**src/sv/qrs_pkg.sv**
```systemverilog
package qrs_pkg;

    localparam int COEF_W     = 16;
    localparam int ROOT_OUT_W = 40;
    localparam int PROD_W     = 2 * COEF_W;
    localparam int DISC_W     = PROD_W + 3;
    localparam int RAD_W      = 50;
    localparam int SQRT_W     = RAD_W / 2;
    localparam int NUM_W      = 36;
    localparam int DVD_W      = NUM_W - 1;
    localparam int DEN_W      = COEF_W + 2;
    localparam int DVS_W      = DEN_W - 1;
    localparam int CASE_W     = 3;

    typedef enum logic [CASE_W-1:0] {
        CASE_TWO      = 3'd0,
        CASE_ONE      = 3'd1,
        CASE_COMPLEX  = 3'd2,
        CASE_LINEAR   = 3'd3,
        CASE_INFINITE = 3'd4,
        CASE_NONE     = 3'd5
    } case_t;

    // Sideband that rides alongside the square root pipeline.
    typedef struct packed {
        logic                     valid;
        case_t                    code;
        logic signed [COEF_W-1:0] a;
        logic signed [COEF_W-1:0] b;
        logic signed [COEF_W-1:0] c;
    } sq_side_t;

    // Sideband that rides alongside the divider pipelines.
    typedef struct packed {
        logic  valid;
        case_t code;
        logic  neg1;
        logic  neg2;
    } dv_side_t;

endpackage

```
**src/sv/qrs_sqrt.sv**
```systemverilog
module qrs_sqrt (
    input  logic                       clk,
    input  logic                       en,
    input  logic [qrs_pkg::RAD_W-1:0]  radicand,
    output logic [qrs_pkg::SQRT_W-1:0] root
);
    import qrs_pkg::*;

    localparam int REM_W = SQRT_W + 3;

    // One result bit per stage, restoring digit-by-digit method.
    logic [RAD_W-1:0]  rad_reg  [SQRT_W];
    logic [REM_W-1:0]  rem_reg  [SQRT_W];
    logic [SQRT_W-1:0] root_reg [SQRT_W];
    logic [RAD_W-1:0]  rad_next  [SQRT_W];
    logic [REM_W-1:0]  rem_next  [SQRT_W];
    logic [SQRT_W-1:0] root_next [SQRT_W];

    always_comb
    begin
        logic [RAD_W-1:0]  prev_rad;
        logic [REM_W-1:0]  prev_rem;
        logic [SQRT_W-1:0] prev_root;
        logic [REM_W-1:0]  rem_sh;
        logic [REM_W-1:0]  trial;
        for (int k = 0; k < SQRT_W; k++)
        begin
            if (k == 0)
            begin
                prev_rad  = radicand;
                prev_rem  = '0;
                prev_root = '0;
            end
            else
            begin
                prev_rad  = rad_reg[k-1];
                prev_rem  = rem_reg[k-1];
                prev_root = root_reg[k-1];
            end
            rem_sh      = {prev_rem[REM_W-3:0], prev_rad[RAD_W-1 -: 2]};
            trial       = {1'b0, prev_root, 2'b01};
            rad_next[k] = {prev_rad[RAD_W-3:0], 2'b00};
            if (rem_sh >= trial)
            begin
                rem_next[k]  = rem_sh - trial;
                root_next[k] = {prev_root[SQRT_W-2:0], 1'b1};
            end
            else
            begin
                rem_next[k]  = rem_sh;
                root_next[k] = {prev_root[SQRT_W-2:0], 1'b0};
            end
        end
    end

    always_ff @(posedge clk)
    begin
        if (en)
        begin
            for (int k = 0; k < SQRT_W; k++)
            begin
                rad_reg[k]  <= rad_next[k];
                rem_reg[k]  <= rem_next[k];
                root_reg[k] <= root_next[k];
            end
        end
    end

    assign root = root_reg[SQRT_W-1];

endmodule

```
**config.mk**
```make
export PLATFORM = sky130hd
export DESIGN_NAME = qrs_sqrt
export DESIGN_NICKNAME = d
export VERILOG_FILES = /design/src/sv/qrs_pkg.sv /design/src/sv/qrs_sqrt.sv
export SDC_FILE = /design/constraint.sdc
export NUM_CORES = 2
export LEC_CHECK = 0
export CORE_AREA = 3 3 351 353
export DETAILED_ROUTE_END_ITERATION = 7
export DIE_AREA = 0 0 354 356
export DONT_BUFFER_PORTS = 1
export PLACE_DENSITY = 0.76
export SLEW_MARGIN = 20
export SYNTH_ARGS = -nofsm -noshare
export SYNTH_HDL_FRONTEND = slang
export SYNTH_SLANG_ARGS = --single-unit
```
**constraint.sdc**
```tcl
create_clock -name clk -period 3.6 [get_ports clk]
set_input_delay 0 -clock clk [delete_from_list [all_inputs] [get_ports clk]]
set_output_delay 0 -clock clk [all_outputs]
set_load 0.03 [all_outputs]
```
==> metrics <==
status finished clean; Cell Count, Final, Fillers Out 7271; share of layout cells above drive strength 1 0.0778; crit-path cells or4_4 > or3_1 > or3_1 > or3_1 > o21a_1 > a221o_2 > nor4_1 > xor2_1; # DRC 0; largest area contributor in the netlist edfxtp_1; WP buf/inv 0; final setup fails 0; remaining antenna violation count after routing 0; Post-Synthesis Mean Instance Area between 10 and 15 um2; post-synthesis adder-cell area fraction 0.0631; Tot Pwr 48.0 mW; Hold WS roughly 350 ps; area delta synth->final 12.3%; setup ws final between 150 and 200 ps; first-pass GRT wire length 203000 um; Post-Place Worst Slack ~55 ps; syn_nets around 5700; row count roughly 130; XOR/XNOR Fraction of Synth Area 0.0605; min cycle time layout 3420 ps; Filler cells around 8600; Worst slew margin 0.376; sequential share of the synthesized area 0.651; maxcap violations 0; mux share of post-synthesis cell area 0.0136; Max stage delay on crit path around 560 ps; input/output buffers 0; Nets about 6000; Final GP Congestion about 0.88; pin count of the biggest net entering global routing approximately 1500; Crit path required time ~4100 ps; Max VDD drop around 0.00055 V; Synth top area share 0.651; startpoint types register; vias in the first global route 39723; FF-to-FF path depth 8; dominant synthesized flop cell edfxtp_1; Final Cycle Share 0.951; compound-gate portion of the synthesized area 0.0911; Post-Synth Simple-Gate Area 0.0921; worst-path fanout max 8; antenna violations before repair 0; routed len/inst approximately 17 um; final global-route overflow total 0; worst skew pair latency ~790 ps; Setup Crit Path Kind reg2reg; DR iter-0 viols 2925; drt pass-1 iters 7; FMAX just under 0.3 GHz; max reg flops 600; Setup TNS 0 ps; worst hold path type in2reg; Cells on Worst Hold Path 2; total number of yosys warnings 0; CTS max path bufs 3; Initial Util 0.581; Die W roughly 350 um; Clock Skew between 50 and 60 ps; cell depth of the worst setup path 8; WP data arrival about 4000 ps; Clk pin slew, worst setup/hold paths about 70 ps; gr usage total 0.200; Pleak ~30 nW; Worst path slowest cell or4_4; I/O pin total 77; CP delay by family, top simple AND/OR/NAND/NOR gates; # placed instances 6874; most frequent cells in the layout edfxtp_1 (1514), inv_1 (425), a21oi_1 (362), ha_1 (352), nor2_1 (342); Post-synth EDFFs about 1500; via count 40789; DPL Wire Length approximately 84000 um; pwr/cell area a little over 600 nW/um2; Clock Sinks 1514; Synth Cell Area between 60000 and 70000 um2; Fin. Hold Viols 0; main combinational cell family by area after synthesis simple AND/OR/NAND/NOR gates; Worst setup EP type register; Antenna Cells 0; Tightest Pin Transition approximately 940 ps; DR vias/cell roughly 5.6; TritonCTS clock tree built; Synth async-reset ratio 0; Yosys reg bits between 1500 and 2000; Num CTS Buffers 154; Final Max Slew Viols 0; Post-CTS Setup Inserts 0; Die ar. approximately 130000 um2; Post-Synthesis Cells roughly 5300; core area approximately 120000 um2; most common cell after layout, fill and taps aside edfxtp_1; Cell variety after synth between 70 and 80; crit-path most repeated cell or3_1; Die Ht 356 um; synth top area cells edfxtp_1 (65%), ha_1 (6.3%), xnor2_1 (3.3%), xor2_1 (2.7%), a21oi_1 (2.6%); clock tree root driver cell clkbuf_16; Total Wirelength approximately 130000 um; H-tree Lvls 4
report_power, final:
part | switching (mW) | internal [mW] | total [mW] | leakage (nW)
registers | 1.38 | 22.2 | 23.6 | 14.5
clock network | 6.71 | 8.88 | 15.6 | 2.44
logic | 4.82 | 4.01 | 8.83 | 13.1
total | 12.9 | 35.1 | 48.0 | 30.1
worst paths after layout:
check	from	to	slack, ps
worst min-delay path	en	rad_reg[0][3]$_DFFE_PP_	350
worst max-delay path	rem_reg[0][206]$_DFFE_PP_	rem_reg[1][13]$_DFFE_PP_	180
worst min register to register	rad_reg[0][331]$_DFFE_PP_	rad_reg[0][381]$_DFFE_PP_	410
worst max register to register	rem_reg[0][206]$_DFFE_PP_	rem_reg[1][13]$_DFFE_PP_	180
Yosys cell counts, drive strengths merged, types with 8 or more instances:
| cell type | n |
|---|---|
| or4 | 30 |
| o31ai | 24 |
| nand3b | 13 |
| clkbuf | 85 |
| a21oi | 363 |
| ha | 352 |
| and2 | 12 |
| a211oi | 22 |
| a211o | 10 |
| nand2b | 76 |
| nor2b | 60 |
| nor3b | 12 |
| nor3 | 107 |
| o211ai | 26 |
| xnor2 | 264 |
| a21o | 106 |
| nand2 | 325 |
| nor4 | 75 |
| or3 | 42 |
| a21boi | 14 |
| xor2 | 218 |
| o21bai | 20 |
| edfxtp | 1514 |
| o2111ai | 8 |
| inv | 425 |
| nand4b | 13 |
| mux2 | 78 |
| nand3 | 70 |
| nor2 | 342 |
| a2111oi | 10 |
| a31oi | 26 |
| and3 | 24 |
| o21ai | 243 |
| o21a | 81 |
| or2 | 28 |
| nand4 | 53 |
| buf | 9 |
routing by layer:
layer,vias up,GRT usage,routed length [um]
met3,274,0.0330,4870
li1,20065,-,-
met2,853,0.345,63300
met5,-,0,0
met1,19597,0.254,53600
met4,0,0.0751,4210
stage by stage:
step	util	area [um2]
global route	0.652	78400
floorplan	-	69800
finish	0.652	78400
detailed placement	0.600	72000
CTS	0.650	78100
global placement	0.600	72000
area by class of cell:
type	count	area [um2]	area share
inverters	428	1610	0.0205
clock inverters	111	1080	0.0137
multi-input cells	3254	22400	0.286
repair buffers	178	1840	0.0234
flip-flops and latches	1514	45500	0.580
clock buffers	174	3930	0.0501
well taps	1612	2020	0.0257
worst reg2reg max path, stage by stage (launching register included):
cell,delay [ps]
edfxtp_1,420
or4_4,560
or3_1,360
or3_1,360
or3_1,410
o21a_1,230
a221o_2,440
nor4_1,280
xor2_1,100
logic make-up (layout without fill, tap and decap cells):
family | after synthesis | in the layout
DFF | 1514 | 1514
and+or+nand+nor | 1302 | 1302
AOI/OAI and AO/OA | 1032 | 1032
buffers and inverters | 522 | 891
xor gates and xnor gates | 482 | 482
adders and majority gates | 352 | 352
muxes | 85 | 85
other | 1 | 1
what timing repair did:
item / in CTS / in global routing
endpoints found under the setup margin: 0 / 53
hold buffers: 102 / 2
resized for setup: 0 / 10
hold endpoints to repair: 1541 / 603
No activity file was read; power rests on OpenSTA's default activity.
