`src/sv/qrs_pkg.sv`:
```
package qrs_pkg;

    localparam int COEF_W     = 16;
    localparam int ROOT_OUT_W = 40;
    localparam int PROD_W     = 2 * COEF_W;
    localparam int DISC_W     = PROD_W + 3;
    localparam int RAD_W      = 50;
    localparam int SQRT_W     = RAD_W / 2;
    localparam int NUM_W      = 36;
    localparam int DVD_W      = NUM_W - 1;
    localparam int DEN_W      = COEF_W + 2;
    localparam int DVS_W      = DEN_W - 1;
    localparam int CASE_W     = 3;

    typedef enum logic [CASE_W-1:0] {
        CASE_TWO      = 3'd0,
        CASE_ONE      = 3'd1,
        CASE_COMPLEX  = 3'd2,
        CASE_LINEAR   = 3'd3,
        CASE_INFINITE = 3'd4,
        CASE_NONE     = 3'd5
    } case_t;

    // Sideband that rides alongside the square root pipeline.
    typedef struct packed {
        logic                     valid;
        case_t                    code;
        logic signed [COEF_W-1:0] a;
        logic signed [COEF_W-1:0] b;
        logic signed [COEF_W-1:0] c;
    } sq_side_t;

    // Sideband that rides alongside the divider pipelines.
    typedef struct packed {
        logic  valid;
        case_t code;
        logic  neg1;
        logic  neg2;
    } dv_side_t;

endpackage

```
`src/sv/qrs_div.sv`:
```
module qrs_div (
    input  logic                      clk,
    input  logic                      en,
    input  logic [qrs_pkg::DVD_W-1:0] dividend,
    input  logic [qrs_pkg::DVS_W-1:0] divisor,
    output logic [qrs_pkg::DVD_W-1:0] quotient
);
    import qrs_pkg::*;

    // Unsigned restoring division, one quotient bit per stage. The dividend
    // shifts out of the top of dq while quotient bits shift in at the bottom.
    logic [DVD_W-1:0] dq_reg   [DVD_W];
    logic [DVS_W-1:0] rem_reg  [DVD_W];
    logic [DVS_W-1:0] dvs_reg  [DVD_W];
    logic [DVD_W-1:0] dq_next  [DVD_W];
    logic [DVS_W-1:0] rem_next [DVD_W];
    logic [DVS_W-1:0] dvs_next [DVD_W];

    always_comb
    begin
        logic [DVD_W-1:0] prev_dq;
        logic [DVS_W-1:0] prev_rem;
        logic [DVS_W-1:0] prev_dvs;
        logic [DVS_W:0]   rem_sh;
        logic [DVS_W:0]   diff;
        for (int k = 0; k < DVD_W; k++)
        begin
            if (k == 0)
            begin
                prev_dq  = dividend;
                prev_rem = '0;
                prev_dvs = divisor;
            end
            else
            begin
                prev_dq  = dq_reg[k-1];
                prev_rem = rem_reg[k-1];
                prev_dvs = dvs_reg[k-1];
            end
            rem_sh      = {prev_rem, prev_dq[DVD_W-1]};
            diff        = rem_sh - {1'b0, prev_dvs};
            dvs_next[k] = prev_dvs;
            if (rem_sh >= {1'b0, prev_dvs})
            begin
                rem_next[k] = diff[DVS_W-1:0];
                dq_next[k]  = {prev_dq[DVD_W-2:0], 1'b1};
            end
            else
            begin
                rem_next[k] = rem_sh[DVS_W-1:0];
                dq_next[k]  = {prev_dq[DVD_W-2:0], 1'b0};
            end
        end
    end

    always_ff @(posedge clk)
    begin
        if (en)
        begin
            for (int k = 0; k < DVD_W; k++)
            begin
                dq_reg[k]  <= dq_next[k];
                rem_reg[k] <= rem_next[k];
                dvs_reg[k] <= dvs_next[k];
            end
        end
    end

    assign quotient = dq_reg[DVD_W-1];

endmodule

```
`config.mk`:
```
export PLATFORM = sky130hd
export DESIGN_NAME = qrs_div
export DESIGN_NICKNAME = d
export VERILOG_FILES = /design/src/sv/qrs_pkg.sv /design/src/sv/qrs_div.sv
export SDC_FILE = /design/constraint.sdc
export NUM_CORES = 2
export LEC_CHECK = 0
export ABC_AREA = 1
export BUFFER_PORTS_ARGS = -buffer_cell sky130_fd_sc_hd__buf_2
export CORE_ASPECT_RATIO = 0.6
export CORE_MARGIN = 3
export CORE_UTILIZATION = 60
export CTS_CLUSTER_SIZE = 8
export DETAILED_ROUTE_END_ITERATION = 10
export GPL_TIMING_DRIVEN = 1
export PLACE_DENSITY_LB_ADDON = 0.2
export SYNTH_ARGS = -nofsm -noshare
export SYNTH_HDL_FRONTEND = slang
export SYNTH_SLANG_ARGS = --single-unit
```
`constraint.sdc`:
```
create_clock -name clk -period 5 [get_ports clk]
set_input_delay 1 -clock clk [delete_from_list [all_inputs] [get_ports clk]]
set_output_delay 1 -clock clk [all_outputs]
set_load 0.02 [all_outputs]
```
==> flow_metrics.env <==
export IMPL_grt_ovfl_total=0
export IMPL_ys_flop_type="edfxtp_1"
export IMPL_vias_per_cell=5.42
export IMPL_holdCritPathClass="in2reg"
export IMPL_final_util=0.669
export IMPL_h_tree_depth=5
export IMPL_path_cells="inv_1 > ha_1 > inv_1 > fa_1 > nand2_1 > nand2_1 > nand3b_1 > nand2_2 > nand2_1 > nand2_2 > nand2_4 > nand2_4 > nand2_1 > nand2_1"
export IMPL_clock_fmax_mhz=352
export IMPL_hold_depth=1
export IMPL_setup_viol=0
export IMPL_vdd_ir_drop_max_uv=383
export IMPL_grt_max_degree=129
export IMPL_place_inst=14807
export IMPL_rsz0062_at_grt="false"
export IMPL_finalCritPeriodShare=0.568
export IMPL_synthArstFlopShare=0
export IMPL_ios=89
export IMPL_dp_hpwl_um=206000
export IMPL_hold_end="dq_reg[0][28]"
export IMPL_avgRoutedWirePerCell_um=18.6
export IMPL_synth_top_area_frac=0.599
export IMPL_hp_start="dividend[27]"
export IMPL_post_cts_buffers=0
export IMPL_dr_pass1_iters=6
export IMPL_grt_antenna_before_repair=8
export IMPL_stdcell_area_um2=132000
export IMPL_clock_path_buffers=4
export IMPL_totalWireLength_um=283000
export IMPL_finalWeightedCongestion=0.954
export IMPL_ys_seq_area_frac=0.599
export IMPL_cp_slowest_cell="fa_1"
export IMPL_synth_largest_area_cell="edfxtp_1"
export IMPL_die_x_um=582
export IMPL_yosys_warnings=0
export IMPL_crit_type="reg2reg"
export IMPL_worstPathMaxFanout=18
export IMPL_clk_latency_ns=0.86
export IMPL_end_kind="flip-flop"
export IMPL_hold_slack_ns=0.307
export IMPL_p_leak_nw=62.7
export IMPL_root_buffer="clkbuf_16"
export IMPL_post_synth_cell_area_avg_um2=9.83
export IMPL_drtAntennaViolNets=0
export IMPL_drive_above_1_share=0.0627
export IMPL_grt_pass1_wl_um=435000
export IMPL_reg2reg_from="dq_reg[8][34]"
export IMPL_reg2regPathDepth=14
export IMPL_clkTransAtPathRegs_ns=0.05
export IMPL_io_buffers=88
export IMPL_ys_ff_latch=2381
export IMPL_r2r_end="rem_reg[9][13]"
export IMPL_synthTopCellsByArea="edfxtp_1, nand2_1, inv_1, ha_1, nand3_1"
export IMPL_report_final_hold_viol_count=0
export IMPL_ctsResizeCount=0
export IMPL_syn_nets=12822
export IMPL_arrival_ns=3.41
export IMPL_grt_pass1_vias=75144
export IMPL_drtIter0Drc=10070
export IMPL_cts_tree="yes"
export IMPL_final_nets=13191
export IMPL_largest_reg_flops=1225
export IMPL_fin_skew_ns=0.0531
export IMPL_dieArea_um2=205000
export IMPL_gr_usage_all_layers=0.273
export IMPL_postCtsHoldBufs=0
export IMPL_cellPowerDensity_nw_per_um2=609
export IMPL_die_h_um=352
export IMPL_core_um2=197000
export IMPL_r2r_slack_ns=2.16
export IMPL_synthesis_area_um2=119000
export IMPL_slew_limit_headroom=0.351
export IMPL_layout_commonest_cell="nand2_1"
export IMPL_syn_to_final_growth_pct=10.4
export IMPL_critical_path_max_stage_delay_ns=0.40
export IMPL_cp_common_cell="nand2_1"
export IMPL_initial_utilization=0.606
export IMPL_stdcell_count=15172
export IMPL_drc=0
export IMPL_ys_types=40
export IMPL_std_cell_rows=126
export IMPL_syn_inst=12155
export IMPL_critPathRequiredTime_ns=5.57
export IMPL_status="complete, no violations"
export IMPL_drv_slew=0
export IMPL_synth_edf_count=2381
export IMPL_placed_area_um2=123000
export IMPL_fin_crit_ns=2.84
export IMPL_cp_start_kind="flip-flop"
export IMPL_clock_sinks=2381
export IMPL_fin_tns_setup_ns=0
export IMPL_final_cell_mix="nand2_1, edfxtp_1, inv_1, nand3_1, ha_1"
export IMPL_drv_cap=0
export IMPL_cts_made_buffers=339
export IMPL_worst_slew_pin_slew_ns=0.973
export IMPL_vias=82263
[worst max-delay path, delay by kind of cell, from the launching register on]
| kind | cells | cell delay [ns] |
|---|---|---|
| fa+ha+maj | 2 | 0.59 |
| buf+inv | 2 | 0.18 |
| flops | 1 | 0.39 |
| simple gates | 10 | 1.35 |
[layer usage]
metal,GRT usage,share of wire
met5,0,0.000046
met4,0.0522,0.016
met3,0.0661,0.11
met2,0.346,0.37
met1,0.465,0.50
[metrics by stage]
stage / setup WS [ns] / total power, mW
finish: 2.16 / 80.4
global placement: 2.23 / 58.7
floorplan: 2.70 / 51.2
CTS: 2.23 / 79.9
global route: 2.03 / 85.7
detailed placement: 2.17 / 59.4
[power by group]
part	internal, mW	switching (mW)
registers	27.1	2.51
logic	9.85	20.9
clock network	12.0	7.96
[cell families (layout without fill, tap and decap cells)]
logic type / after synthesis / in the layout / synth area share
and+or+nand+nor: 6219 / 6219 / 0.224
DFF: 2381 / 2381 / 0.599
buffers and inverters: 2369 / 2761 / 0.0787
adders and majority gates: 613 / 613 / 0.0663
AOI/OAI and AO/OA: 340 / 340 / 0.0150
xor gates and xnor gates: 233 / 233 / 0.0171
other: 0 / 1 / 0
[synth_stat cells, drive strengths merged, types with 3 or more instances]
library cell / instances
nand2: 4477
edfxtp: 2381
inv: 2254
nand3: 971
ha: 580
nor2: 485
a21oi: 308
xor2: 200
buf: 114
nand4: 60
and2: 49
or2: 43
nor3: 41
nor4: 35
fa: 33
xnor2: 33
and3: 29
nand3b: 26
o21ai: 16
o21a: 12
nor3b: 3
o21bai: 3
[how the worst max path moves through the flow]
| stage | start | to | slack, ns | depth (start not counted) |
|---|---|---|---|---|
| after global routing | dq_reg[8][34] | rem_reg[9][13] | 2.03 | 14 |
| after global placement | en | dq_reg[18][34] | 2.23 | 3 |
| after CTS | dq_reg[8][34] | rem_reg[9][13] | 2.23 | 14 |
| after floorplan | dividend[34] | rem_reg[0][10] | 2.70 | 9 |
| after detailed placement | en | rem_reg[18][3] | 2.17 | 3 |
| final | dq_reg[8][34] | rem_reg[9][13] | 2.16 | 14 |
[final cells by class]
| type | instances | area, µm² |
|---|---|---|
| clock inverter | 18 | 304 |
| fill | 14910 | 65400 |
| sequential | 2381 | 71500 |
| clock buffer | 346 | 8590 |
| tap | 2624 | 3280 |
| multi-input combinational | 7405 | 38500 |
| antenna | 1 | 2.50 |
| inverter | 2254 | 8460 |
| timing repair buffer | 143 | 1170 |
Power figures use the tool's default switching activity.
